===== src/design/dwm_pkg.sv =====
package dwm_pkg;

    // Default widths for the top-level parameters
    localparam int TIME_WIDTH_DEF       = 48;
    localparam int MISS_COUNT_WIDTH_DEF = 16;

    localparam int CFG_INDEX_WIDTH = 8;
    localparam int COUNT_WIDTH     = 8;

    // Configuration register indexes
    localparam logic [CFG_INDEX_WIDTH-1:0] REG_DEADLINE       = 8'd0;
    localparam logic [CFG_INDEX_WIDTH-1:0] REG_WINDOW_LENGTH  = 8'd1;
    localparam logic [CFG_INDEX_WIDTH-1:0] REG_ALLOWED_MISSES = 8'd2;
    localparam logic [CFG_INDEX_WIDTH-1:0] REG_BATCH_LENGTH   = 8'd3;

    // Reset values of the configuration registers
    localparam logic [63:0]            DEADLINE_RESET       = 64'd100000;
    localparam logic [COUNT_WIDTH-1:0] WINDOW_LENGTH_RESET  = 8'd20;
    localparam logic [COUNT_WIDTH-1:0] ALLOWED_MISSES_RESET = 8'd10;
    localparam logic [COUNT_WIDTH-1:0] BATCH_LENGTH_RESET   = 8'd20;

    localparam logic [COUNT_WIDTH-1:0] COUNT_MAX = 8'hFF;

    // Window and batch controls seen by the statistics core
    typedef struct packed {
        logic [COUNT_WIDTH-1:0] window_length;
        logic [COUNT_WIDTH-1:0] allowed_misses;
        logic [COUNT_WIDTH-1:0] batch_length;
    } ctl_t;

    // Per-request window report
    typedef struct packed {
        logic                   done;
        logic                   met;
        logic [COUNT_WIDTH-1:0] misses;
    } win_status_t;

endpackage


===== src/design/dwm_cfg_regs.sv =====
module dwm_cfg_regs #(
    parameter int TIME_WIDTH = dwm_pkg::TIME_WIDTH_DEF
) (
    input  logic                                 clk,
    input  logic                                 rst_n,
    input  logic                                 wr_en,
    input  logic [dwm_pkg::CFG_INDEX_WIDTH-1:0]  wr_index,
    input  logic [TIME_WIDTH-1:0]                wr_data,
    output logic [TIME_WIDTH-1:0]                deadline,
    output dwm_pkg::ctl_t                        ctl
);
    import dwm_pkg::*;

    logic [TIME_WIDTH-1:0] deadline_reg;
    ctl_t                  ctl_reg;

    always_ff @(posedge clk or negedge rst_n)
    begin
        if (!rst_n)
        begin
            deadline_reg           <= TIME_WIDTH'(DEADLINE_RESET);
            ctl_reg.window_length  <= WINDOW_LENGTH_RESET;
            ctl_reg.allowed_misses <= ALLOWED_MISSES_RESET;
            ctl_reg.batch_length   <= BATCH_LENGTH_RESET;
        end
        else if (wr_en)
        begin
            // Drop writes to unknown indexes
            unique case (wr_index)
                REG_DEADLINE:       deadline_reg           <= wr_data;
                REG_WINDOW_LENGTH:  ctl_reg.window_length  <= wr_data[COUNT_WIDTH-1:0];
                REG_ALLOWED_MISSES: ctl_reg.allowed_misses <= wr_data[COUNT_WIDTH-1:0];
                REG_BATCH_LENGTH:   ctl_reg.batch_length   <= wr_data[COUNT_WIDTH-1:0];
                default: ;
            endcase
        end
    end

    assign deadline = deadline_reg;
    assign ctl      = ctl_reg;

endmodule


===== src/design/dwm_core.sv =====
module dwm_core #(
    parameter int TIME_WIDTH       = dwm_pkg::TIME_WIDTH_DEF,
    parameter int MISS_COUNT_WIDTH = dwm_pkg::MISS_COUNT_WIDTH_DEF
) (
    input  logic                        clk,
    input  logic                        rst_n,
    input  logic                        step,
    input  logic                        active,
    input  logic [TIME_WIDTH-1:0]       release_stamp,
    input  logic [TIME_WIDTH-1:0]       start_stamp,
    input  logic [TIME_WIDTH-1:0]       end_stamp,
    input  logic [TIME_WIDTH-1:0]       deadline,
    input  dwm_pkg::ctl_t               ctl,
    output logic [TIME_WIDTH-1:0]       exec_span,
    output logic [TIME_WIDTH-1:0]       response_span,
    output logic [TIME_WIDTH-1:0]       worst_exec,
    output logic [TIME_WIDTH-1:0]       worst_response,
    output logic [TIME_WIDTH-1:0]       high_water_mark,
    output logic [MISS_COUNT_WIDTH-1:0] total_misses,
    output dwm_pkg::win_status_t        status
);
    import dwm_pkg::*;

    logic [TIME_WIDTH-1:0]       worst_exec_reg,       worst_exec_next;
    logic [TIME_WIDTH-1:0]       worst_response_reg,   worst_response_next;
    logic [TIME_WIDTH-1:0]       high_water_reg,       high_water_next;
    logic [TIME_WIDTH-1:0]       batch_max_reg,        batch_max_next;
    logic [COUNT_WIDTH-1:0]      batch_count_reg,      batch_count_next;
    logic [MISS_COUNT_WIDTH-1:0] miss_total_reg,       miss_total_next;
    logic [COUNT_WIDTH-1:0]      activation_count_reg, activation_count_next;
    logic [COUNT_WIDTH-1:0]      window_miss_reg,      window_miss_next;

    logic [TIME_WIDTH-1:0]  ex_diff;
    logic [TIME_WIDTH-1:0]  resp_diff;
    logic                   resp_gt_bm;
    logic                   resp_gt_hw;
    logic                   bm_gt_hw;
    logic [TIME_WIDTH-1:0]  bm_upd;
    logic [COUNT_WIDTH-1:0] batch_inc;
    logic                   batch_close;
    logic                   miss;
    logic [COUNT_WIDTH-1:0] wm_upd;
    logic [COUNT_WIDTH-1:0] act_inc;
    logic                   win_close;

    assign ex_diff   = end_stamp - start_stamp;
    assign resp_diff = end_stamp - release_stamp;

    // Compare in parallel so the high-water fold needs no second compare stage
    assign resp_gt_bm = resp_diff > batch_max_reg;
    assign resp_gt_hw = resp_diff > high_water_reg;
    assign bm_gt_hw   = batch_max_reg > high_water_reg;
    assign bm_upd     = resp_gt_bm ? resp_diff : batch_max_reg;

    assign batch_inc   = batch_count_reg + COUNT_WIDTH'(1);
    assign batch_close = batch_inc >= ctl.batch_length;
    assign miss        = active && (resp_diff > deadline);

    assign wm_upd    = (miss && (window_miss_reg != COUNT_MAX)) ?
                       window_miss_reg + COUNT_WIDTH'(1) : window_miss_reg;
    assign act_inc   = activation_count_reg + COUNT_WIDTH'(1);
    assign win_close = act_inc >= ctl.window_length;

    always_comb
    begin
        worst_exec_next     = worst_exec_reg;
        worst_response_next = worst_response_reg;
        high_water_next     = high_water_reg;
        batch_max_next      = batch_max_reg;
        batch_count_next    = batch_count_reg;
        miss_total_next     = miss_total_reg;

        if (active)
        begin
            if (ex_diff > worst_exec_reg)
                worst_exec_next = ex_diff;
            if (resp_diff > worst_response_reg)
                worst_response_next = resp_diff;
            if (batch_close)
            begin
                // Fold the batch maximum, including this sample, into the mark
                if (resp_gt_bm ? resp_gt_hw : bm_gt_hw)
                    high_water_next = bm_upd;
                batch_max_next   = '0;
                batch_count_next = '0;
            end
            else
            begin
                batch_max_next   = bm_upd;
                batch_count_next = batch_inc;
            end
            if (miss && (miss_total_reg != {MISS_COUNT_WIDTH{1'b1}}))
                miss_total_next = miss_total_reg + MISS_COUNT_WIDTH'(1);
        end

        if (win_close)
        begin
            activation_count_next = '0;
            window_miss_next      = '0;
        end
        else
        begin
            activation_count_next = act_inc;
            window_miss_next      = wm_upd;
        end
    end

    always_ff @(posedge clk or negedge rst_n)
    begin
        if (!rst_n)
        begin
            worst_exec_reg       <= '0;
            worst_response_reg   <= '0;
            high_water_reg       <= '0;
            batch_max_reg        <= '0;
            batch_count_reg      <= '0;
            miss_total_reg       <= '0;
            activation_count_reg <= '0;
            window_miss_reg      <= '0;
        end
        else if (step)
        begin
            worst_exec_reg       <= worst_exec_next;
            worst_response_reg   <= worst_response_next;
            high_water_reg       <= high_water_next;
            batch_max_reg        <= batch_max_next;
            batch_count_reg      <= batch_count_next;
            miss_total_reg       <= miss_total_next;
            activation_count_reg <= activation_count_next;
            window_miss_reg      <= window_miss_next;
        end
    end

    assign exec_span       = active ? ex_diff : '0;
    assign response_span   = active ? resp_diff : '0;
    assign worst_exec      = worst_exec_next;
    assign worst_response  = worst_response_next;
    assign high_water_mark = high_water_next;
    assign total_misses    = miss_total_next;

    always_comb
    begin
        status.done   = win_close;
        status.met    = win_close && (wm_upd <= ctl.allowed_misses);
        status.misses = win_close ? wm_upd : '0;
    end

endmodule


===== src/design/deadline_window_monitor.sv =====
// Deadline window monitor: an (m,k)-firm deadline monitor for one periodic task.
// Each input request is one activation with an active flag and release, start and
// end timestamps; each produces exactly one result request with execution and
// response time (modulo 2^TIME_WIDTH, zero when inactive), the worst of each since
// reset, the high-water mark of completed batch maxima, a saturating miss total
// and, when the activation closes a window of window_length activations, that
// window's miss count and pass flag. The block accepts one request per clock while
// in_stall is low and presents its result from the result register: the request
// waits in the input register while a single pass of subtract, compare and count
// fills the result register, and the running statistics update at that same edge.
// A result held under out_stall leaves room for one more request in the input
// register; the request after that sees in_stall until the held result is taken.
// Configuration is written through cfg_valid/cfg_index/cfg_data (cfg_ready is
// always high); index 0 is the deadline, 1 window_length, 2 allowed_misses,
// 3 batch_length, and other indexes are dropped. Write it only while the block is
// idle. A zero window or batch length acts as a length of one.
module deadline_window_monitor #(
    parameter int TIME_WIDTH       = dwm_pkg::TIME_WIDTH_DEF,
    parameter int MISS_COUNT_WIDTH = dwm_pkg::MISS_COUNT_WIDTH_DEF
) (
    input  logic                                clk,
    input  logic                                rst_n,

    input  logic                                cfg_valid,
    output logic                                cfg_ready,
    input  logic [dwm_pkg::CFG_INDEX_WIDTH-1:0] cfg_index,
    input  logic [TIME_WIDTH-1:0]               cfg_data,

    input  logic                                in_valid,
    output logic                                in_stall,
    input  logic                                active,
    input  logic [TIME_WIDTH-1:0]               release_stamp,
    input  logic [TIME_WIDTH-1:0]               start_stamp,
    input  logic [TIME_WIDTH-1:0]               end_stamp,

    output logic                                out_valid,
    input  logic                                out_stall,
    output logic [TIME_WIDTH-1:0]               exec_span,
    output logic [TIME_WIDTH-1:0]               response_span,
    output logic [TIME_WIDTH-1:0]               worst_exec,
    output logic [TIME_WIDTH-1:0]               worst_response,
    output logic [TIME_WIDTH-1:0]               high_water_mark,
    output logic [MISS_COUNT_WIDTH-1:0]         total_misses,
    output logic                                window_done,
    output logic                                window_met,
    output logic [dwm_pkg::COUNT_WIDTH-1:0]     window_misses
);
    import dwm_pkg::*;

    logic [TIME_WIDTH-1:0] deadline;
    ctl_t                  ctl;

    // Input register
    logic                  in_valid_reg, in_valid_next;
    logic                  active_reg;
    logic [TIME_WIDTH-1:0] release_reg;
    logic [TIME_WIDTH-1:0] start_reg;
    logic [TIME_WIDTH-1:0] end_reg;

    // Result register
    logic                        out_valid_reg, out_valid_next;
    logic [TIME_WIDTH-1:0]       exec_reg;
    logic [TIME_WIDTH-1:0]       resp_reg;
    logic [TIME_WIDTH-1:0]       worst_exec_out_reg;
    logic [TIME_WIDTH-1:0]       worst_resp_out_reg;
    logic [TIME_WIDTH-1:0]       high_water_out_reg;
    logic [MISS_COUNT_WIDTH-1:0] total_misses_reg;
    win_status_t                 status_reg;

    // Core results for the request in the input register
    logic [TIME_WIDTH-1:0]       core_exec;
    logic [TIME_WIDTH-1:0]       core_resp;
    logic [TIME_WIDTH-1:0]       core_worst_exec;
    logic [TIME_WIDTH-1:0]       core_worst_resp;
    logic [TIME_WIDTH-1:0]       core_high_water;
    logic [MISS_COUNT_WIDTH-1:0] core_total_misses;
    win_status_t                 core_status;

    logic out_free;
    logic advance;
    logic in_accept;

    assign cfg_ready = 1'b1;

    // Result slot frees when empty or being taken this cycle
    assign out_free  = !out_valid_reg || !out_stall;
    assign advance   = in_valid_reg && out_free;
    assign in_stall  = in_valid_reg && !out_free;
    assign in_accept = in_valid && !in_stall;

    dwm_cfg_regs #(
        .TIME_WIDTH (TIME_WIDTH)
    ) u_cfg (
        .clk      (clk),
        .rst_n    (rst_n),
        .wr_en    (cfg_valid && cfg_ready),
        .wr_index (cfg_index),
        .wr_data  (cfg_data),
        .deadline (deadline),
        .ctl      (ctl)
    );

    dwm_core #(
        .TIME_WIDTH       (TIME_WIDTH),
        .MISS_COUNT_WIDTH (MISS_COUNT_WIDTH)
    ) u_core (
        .clk             (clk),
        .rst_n           (rst_n),
        .step            (advance),
        .active          (active_reg),
        .release_stamp   (release_reg),
        .start_stamp     (start_reg),
        .end_stamp       (end_reg),
        .deadline        (deadline),
        .ctl             (ctl),
        .exec_span       (core_exec),
        .response_span   (core_resp),
        .worst_exec      (core_worst_exec),
        .worst_response  (core_worst_resp),
        .high_water_mark (core_high_water),
        .total_misses    (core_total_misses),
        .status          (core_status)
    );

    always_comb
    begin
        // Hold the input register until the result slot takes it
        priority if (in_accept)
            in_valid_next = 1'b1;
        else if (advance)
            in_valid_next = 1'b0;
        else
            in_valid_next = in_valid_reg;

        // Hold a stalled result, drop one that was taken
        priority if (advance)
            out_valid_next = 1'b1;
        else if (!out_stall)
            out_valid_next = 1'b0;
        else
            out_valid_next = out_valid_reg;
    end

    always_ff @(posedge clk or negedge rst_n)
    begin
        if (!rst_n)
        begin
            in_valid_reg  <= 1'b0;
            out_valid_reg <= 1'b0;
        end
        else
        begin
            in_valid_reg  <= in_valid_next;
            out_valid_reg <= out_valid_next;
        end
    end

    always_ff @(posedge clk)
    begin
        if (in_accept)
        begin
            active_reg  <= active;
            release_reg <= release_stamp;
            start_reg   <= start_stamp;
            end_reg     <= end_stamp;
        end
    end

    always_ff @(posedge clk)
    begin
        if (advance)
        begin
            exec_reg           <= core_exec;
            resp_reg           <= core_resp;
            worst_exec_out_reg <= core_worst_exec;
            worst_resp_out_reg <= core_worst_resp;
            high_water_out_reg <= core_high_water;
            total_misses_reg   <= core_total_misses;
            status_reg         <= core_status;
        end
    end

    assign out_valid       = out_valid_reg;
    assign exec_span       = exec_reg;
    assign response_span   = resp_reg;
    assign worst_exec      = worst_exec_out_reg;
    assign worst_response  = worst_resp_out_reg;
    assign high_water_mark = high_water_out_reg;
    assign total_misses    = total_misses_reg;
    assign window_done     = status_reg.done;
    assign window_met      = status_reg.met;
    assign window_misses   = status_reg.misses;

endmodule


===== config.mk =====
export PLATFORM = sky130hd
export DESIGN_NAME = deadline_window_monitor
export DESIGN_NICKNAME = d
export VERILOG_FILES = /design/src/design/dwm_pkg.sv /design/src/design/dwm_cfg_regs.sv /design/src/design/dwm_core.sv /design/src/design/deadline_window_monitor.sv
export SDC_FILE = /design/constraint.sdc
export NUM_CORES = 1
export LEC_CHECK = 0
export BUFFER_PORTS_ARGS = -buffer_cell sky130_fd_sc_hd__buf_2
export CORE_ASPECT_RATIO = 0.75
export CORE_UTILIZATION = 35
export DETAILED_ROUTE_END_ITERATION = 6
export SYNTH_ARGS = -nofsm -noshare
export SYNTH_HDL_FRONTEND = slang
export SYNTH_SLANG_ARGS = --single-unit

===== constraint.sdc =====
create_clock -name clk -period 20 [get_ports clk]
set_input_delay 2 -clock clk [delete_from_list [all_inputs] [get_ports clk]]
set_output_delay 2 -clock clk [all_outputs]
set_load 0.005 [all_outputs]

# [Word level (Yosys, flattened, before mapping)]
# Cells that the tools add are included.
[totals] register_bits=717 input_bits=206 out_inout_bits=269 wordCells=87
[op_classes] n_addsub=6 n_lt_le_gt_ge=9 n_eq_ne=6 mux=20 reduce_logical=19
[op_table] cell="48-bit two-way mux" n=9
[op_table] cell="48-bit greater-than comparator" n=6
[op_table] cell="48-bit subtractor" n=2
[op_table] cell="16-bit two-way mux" n=2
[op_table] cell="8-bit two-way mux" n=4
[op_table] cell="8-bit by 1-bit adder with 8-bit output, second input constant" n=3
[op_table] cell="16-bit by 1-bit adder with 16-bit output, second input constant" n=1
[op_table] cell="8-bit by 2-bit equality test with 1-bit output, second input constant" n=2
[op_table] cell="8-bit >= comparator" n=2
[op_table] cell="16-bit != test, second input constant" n=1
[op_table] cell="2-bit AND reduction" n=5
[op_table] cell="8-bit by 1-bit equality test with 1-bit output, second input constant" n=1
[op_table] cell="8-bit less-or-equal comparator" n=1
[op_table] cell="8-bit zero test" n=1
[op_table] cell="8-bit != test, second input constant" n=1
[op_table] cell="1-bit logical AND" n=7
[op_table] cell="1-bit two-way mux" n=5
[op_table] cell="1-bit zero test" n=4
[op_table] cell="2-bit by 1-bit != test with 1-bit output, second input constant" n=1
[op_table] cell="2-bit nonzero test" n=1
[op_table] cell="1-bit logical OR" n=1

# [Depth between registers and ports, before layout]
# Gate-level depths: netlist (run 1).
[logic_depth] word_depth=7 mapped_depth=29 depth_no_buf=29

# [Cells and area by module]
# A second synthesis (run 1) with hierarchy kept.
[unflattened] hier_cells=3705 area_unflattened_um2=40706.5
[by_module_without_submodules] module="dwm_core" instances=1 cells_per_inst=3129 area_each_um2=25390.6
[by_module_without_submodules] module="deadline_window_monitor" instances=1 cells_per_inst=421 area_each_um2=12445.7
[by_module_without_submodules] module="dwm_cfg_regs" instances=1 cells_per_inst=155 area_each_um2=2870.3

# [Worst setup path after synthesis (run 1)]
# No wires, ideal clock.
[synth_path] path_type="input-to-reg" from="in out_stall" to="reg u_core.activation_count_reg[5]" arrival_ps=11058 required_time_ps=19861 setup_slack_ps=8802 path_stages=8 path_cell_list="nand2_1 > nand2_1 > inv_1 > buf_1 > clkbuf_1 > o21ai_0 > nand2_1 > o31ai_1"
[synth_via] elab_chain_len=3
[synth_rtl] item="start: declaration" line="deadline_window_monitor.sv:37" rtl="input logic out_stall,"
[synth_rtl] item="1-bit zero test"
[synth_rtl] item="1-bit logical OR" line="deadline_window_monitor.sv:86" rtl="assign out_free = !out_valid_reg || !out_stall;"
[synth_rtl] item="1-bit logical AND" line="deadline_window_monitor.sv:87" rtl="assign advance = in_valid_reg && out_free;"
[synth_rtl] item="net advance" line="deadline_window_monitor.sv:80" rtl="logic advance;"
[synth_rtl] item="end signal: assignment" line="dwm_core.sv:129" rtl="activation_count_reg <= activation_count_next;"
[synth_rtl] item="end: declaration" line="dwm_core.sv:30" rtl="logic [COUNT_WIDTH-1:0] activation_count_reg, activation_count_next;"
# The timed path passes the listed nets, and every way through them passes these cells.
# A chain may end at the register's enable or synchronous reset.

# [Worst setup path after layout (run 1)]
[layout_path] from="reg end_reg[0]" to="reg worst_resp_out_reg[45], in the netlist worst_response[45], data pin"
[layout_via] elab_chain_len=4
[layout_rtl] item="start: declaration" line="deadline_window_monitor.sv:58" rtl="logic [TIME_WIDTH-1:0] end_reg;"
[layout_rtl] item="start signal: assignment" line="deadline_window_monitor.sv:165" rtl="end_reg <= end_stamp;"
[layout_rtl] item="48-bit subtractor" line="dwm_core.sv:47" rtl="assign resp_diff = end_stamp - release_stamp;"
[layout_rtl] item="net u_core.resp_diff[40]" line="dwm_core.sv:34" rtl="logic [TIME_WIDTH-1:0] resp_diff;"
[layout_rtl] item="48-bit greater-than comparator" line="dwm_core.sv:77" rtl="if (resp_diff > worst_response_reg)"
[layout_rtl] item="48-bit two-way mux" line="dwm_core.sv:77"
[layout_rtl] item="48-bit two-way mux" line="dwm_core.sv:73" rtl="if (active)"
[layout_rtl] item="net core_worst_resp[45]" line="deadline_window_monitor.sv:74" rtl="logic [TIME_WIDTH-1:0] core_worst_resp;"
[layout_rtl] item="end signal: assignment" line="deadline_window_monitor.sv:176" rtl="worst_resp_out_reg <= core_worst_resp;"
[layout_rtl] item="end: declaration" line="deadline_window_monitor.sv:65" rtl="logic [TIME_WIDTH-1:0] worst_resp_out_reg;"
# The timed path passes the listed nets, and every way through them passes these cells.

==> impl_metrics.tcl, run 1 <==
set metrics [dict create \
    p_sw_mw 2.23 \
    grt_usage 0.206 \
    power_frac_seq 0.362 \
    combPwrFrac 0.386 \
    die-area_sq_um 117000 \
    grt_max_degree 124 \
    synthCells 3686 \
    r2r_cells 21 \
    max-slew-margin-rel 0.263 \
    syn_to_final_growth_pct 17.6 \
    synth_flop_cell "edfxtp_1" \
    cts_buffers 82 \
    clockBufferDepth 3 \
    post-route-period-util 0.398 \
    min_period_ns 7.97 \
    clock_sinks 717 \
    die_h_microns 297 \
    fin_skew_ns 0.0263 \
    startpoint "end_reg[0]" \
    avgSynthCellArea_sq_um 11.0 \
    endpoint_kind "register" \
    synth_edf_count 411 \
    ys_async_sr_fraction 0.427 \
    p_leak_nw 21.4 \
    final_nets 4821 \
    p_per_area_nw_per_um2 128 \
    grt.overflow.total 0 \
    start_kind "register" \
    critPathMaxFanout 30 \
    timing.critical_path.to "worst_response[45]" \
    fin_setup_tns_ns 0 \
    cts_hold_buffers 0 \
    setup_viol 0 \
    start_util 0.355 \
    hp-start "in_valid_reg" \
    ys_seq_area_frac 0.494 \
    worstReg2RegEnd "worst_response[45]" \
    maxCapViolations 0 \
    min_path_type "register to register" \
    setup_slack_ns 12.03 \
    p_int_mw 3.85 \
    ys_ff_latch 717 \
    finalWeightedCongestion 0.919 \
    die_w_microns 395 \
    drt_iter0_drc 2014 \
    clk_latency_ns 0.66 \
    fin_cells 5799 \
    drv_slew 0 \
    coreArea_sq_um 114000 \
    rsz0062_at_grt "no" \
    ioPinCount 475 \
    synth_area_sq_um 40500 \
    reg2reg_from "end_reg[0]" \
    peakVddDrop_v 0.0000702 \
    dpl.cell_count 5645 \
    clock-root-buffer "clkbuf_16" \
    via_count 29500 \
    viasPerCell 5.09 \
    drcViolationCount 0 \
    grt_pass1_vias 28500 \
    slowest_stage "nor4_1" \
    fmax_mhz 126 \
    cts.repair.resized 0 \
    drive_above_1_share 0.228 \
    tightest_slew_ns 1.10 \
    io_buffers 473 \
    wire_per_inst_microns 21.2 \
    antenna_found_initial 8 \
    cpPeakStageDelay_ns 0.92 \
    clkTransAtPathRegs_ns 0.06 \
    grt_pass1_wl_microns 181000 \
    reg2reg_slack_ns 12.03 \
    yosys_warnings 0 \
    finalHoldViolations 0 \
    htreeDepth 3 \
    p_sw_frac 0.367 \
    drtPass1Iterations 5 \
    cts_tree "done" \
    rows 107 \
    postRouteAntennaNets 0 \
    yosysUniqueCellTypes 87 \
    postCtsSetupBuffers 0 \
    path_class "register to register" \
    routed_wl_microns 123000 \
    status "complete, no violations" \
    post-place-ws_ns 12.18 \
    dp_hpwl_microns 91700 \
    syn_nets 4304 \
    p_clk_frac 0.253 \
    worstPathArrival_ns 8.36 \
    p_total_mw 6.08 \
    crit_required_ns 20.40 \
    worstPathCellList "inv_1 -> ha_1 -> inv_1 -> fa_1 -> a211oi_1 -> o21bai_2 -> o2111ai_1 -> nand2_1 -> o31ai_2 -> o31a_1 -> o31ai_1 -> xor2_1 -> ha_1 -> nand4_1 -> nor4_1 -> nand3_1 -> or4_1 -> or4_1 -> nand3_2 -> buf_4 -> mux2_2" \
]
==> kinds of logic (layout without fill, tap and decap cells) <==
group                      after synthesis  count (layout)  synth area share
AOI/OAI and AO/OA                      817             817             0.128
xor gates and xnor gates               134             134            0.0294
adders and majority gates              412             412             0.128
buffers and inverters                  512            1096            0.0490
DFF                                    717             717             0.494
muxes                                  253             253            0.0700
other                                    1               4         0.0000926
and+or+nand+nor                        840             840             0.101
==> Yosys cell counts (8+ instances only) <==
library cell	instances	area share
o21bai_1	18	0.0033
inv_1	399	0.037
a22o_1	37	0.0080
dfrtp_1	294	0.18
a21oi_1	200	0.025
nor2_1	112	0.010
buf_2	19	0.0023
nor3_1	23	0.0028
o21ai_1	8	0.00099
buf_4	10	0.0019
a31oi_1	11	0.0017
and3_1	22	0.0034
nand2b_1	14	0.0022
nand2_1	341	0.032
a211oi_1	21	0.0039
nor4_1	17	0.0026
mux2i_1	10	0.0025
edfxtp_1	411	0.30
dfstp_2	12	0.0078
mux2_2	243	0.068
and2_1	98	0.015
o21ai_0	273	0.034
o211ai_1	17	0.0032
clkbuf_1	80	0.0074
xor2_1	44	0.0095
nor2b_1	22	0.0034
o31ai_1	12	0.0022
xnor2_1	88	0.019
o221ai_1	8	0.0017
a21o_1	121	0.022
ha_1	410	0.13
or4_1	8	0.0015
nand4_1	81	0.013
and4_1	11	0.0024
or3_1	8	0.0012
o21a_1	24	0.0044
nand3_1	62	0.0077
==> power groups by stage <==
stage / Clock, mW / Combinational (mW) / Sequential (mW)
global placement: 0 / 2.28 / 2.22
finish: 1.54 / 2.34 / 2.20
CTS: 1.58 / 2.35 / 2.20
global route: 1.63 / 2.64 / 2.24
detailed placement: 0 / 2.33 / 2.22
floorplan: 0 / 1.55 / 2.18
==> worst max-delay path, delay by kind of cell, from the launching register on <==
family,cells,cell delay (ns)
and+or+nand+nor,7,2.89
muxes,1,0.41
AOI/OAI and AO/OA,6,1.68
adders and majority gates,3,0.82
DFF,1,0.38
xor gates and xnor gates,1,0.80
buffers and inverters,3,0.66
==> through the flow <==
step	area, sq um	hold WS, ns	util
after CTS	47600	0.496	0.417
after detailed placement	44900	0.485	0.394
final	47600	0.502	0.417
after global routing	47600	0.530	0.417
after global placement	44900	0.475	0.394
after floorplan	40500	0.457	-
==> layout make-up <==
cell class                      count  area [sq um]
Antenna cell                        3          7.51
Multi-Input combinational cell   2457         18600
Clock inverter                     47           428
Fill cell                       11000         66400
Timing Repair Buffer              545          2930
Clock buffer                      104          2260
Tap cell                         1526          1910
Inverter                          400          1510
Sequential cell                   717         20000
==> cells in the final DEF (no fill, tap or decap), types with 8 or more instances in the layout <==
master and instances:
buf_2 472, edfxtp_1 411, ha_1 410, inv_1 398, nand2_1 341, dfrtp_1 294, o21ai_0 273, mux2_2 243
a21oi_1 200, a21o_1 121, nor2_1 109, and2_1 97, xnor2_1 88, clkbuf_16 84, nand4_1 81, buf_4 71
nand3_1 60, xor2_1 44, a22o_1 37, o21a_1 24, nor2b_1 22, and3_1 22, nor3_1 22, a211oi_1 21
clkinv_2 21, o21bai_1 18, nor4_1 17, o211ai_1 17, nand2b_1 14, o31ai_1 12, clkbuf_1 12, dfstp_2 12
a31oi_1 11, and4_1 11, mux2i_1 10, or4_1 8, or3_1 8, o221ai_1 8, clkbuf_8 8, clkinvlp_4 8
==> layer usage <==
| metal | share of wire | GRT usage | vias to the layer above |
|---|---|---|---|
| met5 | 0.000081 | 0 | - |
| met4 | 0.018 | 0.0437 | 2 |
| met3 | 0.067 | 0.0481 | 126 |
| met2 | 0.42 | 0.299 | 765 |
| met1 | 0.49 | 0.308 | 14400 |
| li1 | - | - | 14300 |
==> worst min-delay path by stage <==
stage,to,slack (ns),cells past startpoint
CTS,out_valid,0.50,1
finish,out_valid,0.50,1
global route,u_cfg.ctl[12],0.53,1
floorplan,out_valid,0.46,1
global placement,out_valid,0.47,1
detailed placement,out_valid,0.49,1
Note: power is estimated with default switching activity, not from simulation.
==> run 2, diff against run 1 <==
- ABC_AREA: not set -> 1
- clock period: 20 -> 6.7 ns (I/O delays scaled with it)
==> run 2 against run 1 <==
Compared with the run above:
- synthesized cell count up 48%
- sequential power rose to 3.0 times the previous value
- critical endpoint is now u_core.worst_response_reg[38]
- first-iteration DRC count up 72%
- critical path type unchanged
==> impl_metrics.tcl, run 2 <==
set metrics [dict create \
    io_buffers 473 \
    grt_usage 0.235 \
    drv_slew 0 \
    dr_wl_met3_microns 11200 \
    cts_tree "done" \
    maxCapViolations 0 \
    syn_nets 6069 \
    ys_async_sr_fraction 0.427 \
    drt_iter0_drc 3466 \
    crit_required_ns 7.26 \
    antenna_found_initial 20 \
    ys_seq_area_frac 0.450 \
    clockBufferDepth 3 \
    clk_latency_ns 0.70 \
    yosys.area.top_type "edfxtp_1" \
    die_h_microns 311 \
    postCtsSetupBuffers 0 \
    fmax_mhz 156 \
    post-route-util 0.413 \
    p_leak_nw 25.8 \
    rows 112 \
    final_area_sq_um 51700 \
    drcViolationCount 0 \
    ioPinCount 475 \
    coreArea_sq_um 125000 \
    grt_pass1_vias 35700 \
    p_per_area_nw_per_um2 390 \
    yosys_warnings 0 \
    finalWeightedCongestion 1.04 \
    postPlaceCellArea_sq_um 49100 \
    die_w_microns 414 \
    yosysUniqueCellTypes 55 \
    mostFrequentLayoutCells "nand2_1, inv_1, buf_2, edfxtp_1, ha_1" \
    clkTransAtPathRegs_ns 0.06 \
    dp_hpwl_microns 119000 \
    synth_common_cells "nand2_1, inv_1, edfxtp_1" \
    post-route-period-util 0.957 \
    synth.most_common_cell "nand2_1" \
    grt.overflow.total 0 \
    viasPerCell 4.94 \
    via_count 37900 \
    final_common_cell "nand2_1" \
    wl_met2_microns 67100 \
    status "complete, no violations" \
    final_nets 6571 \
    endpoint_kind "register" \
    drive_above_1_share 0.126 \
    clock-root-buffer "clkbuf_16" \
    min_period_ns 6.41 \
    peakVddDrop_v 0.000327 \
    tightest_slew_ns 1.22 \
    finalHoldViolations 0 \
    postRouteAntennaNets 0 \
    synth_top_area_share 0.277 \
    htreeDepth 3 \
    grt_max_degree 130 \
    setup_viol 0 \
    fin_skew_ns 0.0340 \
    start_util 0.355 \
    worstPathArrival_ns 6.97 \
    cts_buffers 80 \
    avgSynthCellArea_sq_um 8.16 \
    synth_edf_count 411 \
    min_path_type "input port to register" \
    drtPass1Iterations 6 \
    max-slew-margin-rel 0.180 \
    grt_pass1_wl_microns 227000 \
    critPathMaxFanout 24 \
    wirelength_met1_microns 70600 \
    synth_area_sq_um 44500 \
    ys_ff_latch 717 \
    rsz0062_at_grt "no" \
    die-area_sq_um 129000 \
    path_class "register to register" \
    top_layer "met5" \
    start_kind "register" \
    fin_setup_tns_ns 0 \
    synth_flop_cell "edfxtp_1" \
    synthCells 5451 \
    wire_per_inst_microns 19.9 \
    syn_to_final_growth_pct 16.3 \
    clock_sinks 717 \
    yosys-top-cells-area "edfxtp_1, dfrtp_1, nand2_1" \
    hold-worst-slack_ns 0.152 \
    routed_wl_microns 153000 \
]
run 2: cell types whose count changed after synthesis, moves of 73 or more:
cell     before   now
xnor2_1      88    15
nand3_1      62   297
a21o_1      121    12
mux2_2      243     0
inv_1       399   930
nand2_1     341  1517
nor2_1      112   401
run 2: per-layer routing:
layer / global-route usage / vias up
met2: 0.357 / 1236
met3: 0.0447 / 197
met5: 0 / -
met1: 0.338 / 17800
met4: 0.0661 / 6
li1: - / 18600
run 2: kinds of logic (layout without fill, tap and decap cells):
| group | Yosys count | count (layout) | share of synthesized area |
|---|---|---|---|
| and+or+nand+nor | 2491 | 2491 | 0.235 |
| buffers and inverters | 1069 | 1637 | 0.0941 |
| DFF | 717 | 717 | 0.450 |
| AOI/OAI and AO/OA | 666 | 666 | 0.0860 |
| adders and majority gates | 412 | 412 | 0.116 |
| xor gates and xnor gates | 94 | 94 | 0.0185 |
| other | 1 | 5 | 0.0000843 |
| muxes | 1 | 1 | 0.000225 |
run 2: worst paths after layout:
kind,startpoint,slack [ns],cells past startpoint,to
max,end_reg[2],0.29,25,u_core.worst_response_reg[38]
max in group asynchronous,rst_n,4.75,3,u_core.worst_response_reg[36]
max reg2reg,end_reg[2],0.29,25,u_core.worst_response_reg[38]
min,release_stamp[33],0.15,1,release_reg[33]
min in group asynchronous,rst_n,0.56,2,u_core.worst_exec_reg[3]
min reg2reg,u_core.worst_exec_reg[46],0.48,2,u_core.worst_exec_reg[46]
run 2: per-stage QoR:
| stage | power (mW) | instances | setup slack (ns) |
|---|---|---|---|
| floorplan | 12.4 | 5451 | 1.41 |
| global placement | 15.4 | 7523 | 0.495 |
| detailed placement | 15.6 | 7523 | 0.477 |
| CTS | 20.3 | 7672 | 0.445 |
| global route | 21.6 | 7676 | 0.0208 |
| finish | 20.2 | 7676 | 0.290 |
run 2: what timing repair did:
item	in CTS	in global routing
gates resized for setup	0	4
hold endpoints to repair	27	0
hold buffers	1	0
endpoints found under the setup margin	0	2
run 2: final cells by class:
type	count	area [sq um]
fillers	12700	73500
well taps	1653	2070
flip-flops and latches	717	20000
inverters	935	3520
clock inverters	41	434
multi-input cells	3665	20300
clock buffers	107	2230
repair buffers	554	3130
diodes	4	10.0
run 2: where the power goes:
part           switching (mW)  internal (mW)  total (mW)
logic                    5.88           3.11        8.99
registers               0.544           6.05        6.59
clock network            1.98           2.62        4.60
total                    8.40           11.8        20.2
run 2: worst max-delay path, stage by stage (launching register included):
cell and delay (ns):
edfxtp_1 0.47, ha_1 0.43, nand2_1 0.08, nand2_1 0.08, inv_1 0.04, nand2_1 0.21, nand2_1 0.09, nand2_1 0.35
nand2_1 0.12, nand2_2 0.24, nand2_1 0.13, nand3_1 0.10, nand2_1 0.05, nand2_1 0.27, inv_1 0.21, ha_1 0.36
nand4_1 0.13, nor3_1 0.94, a21oi_1 0.52, nand3_1 0.27, nand2_2 0.23, buf_12 0.25, inv_2 0.38, nand2_1 0.11
nand3_1 0.09, nand2_1 0.06
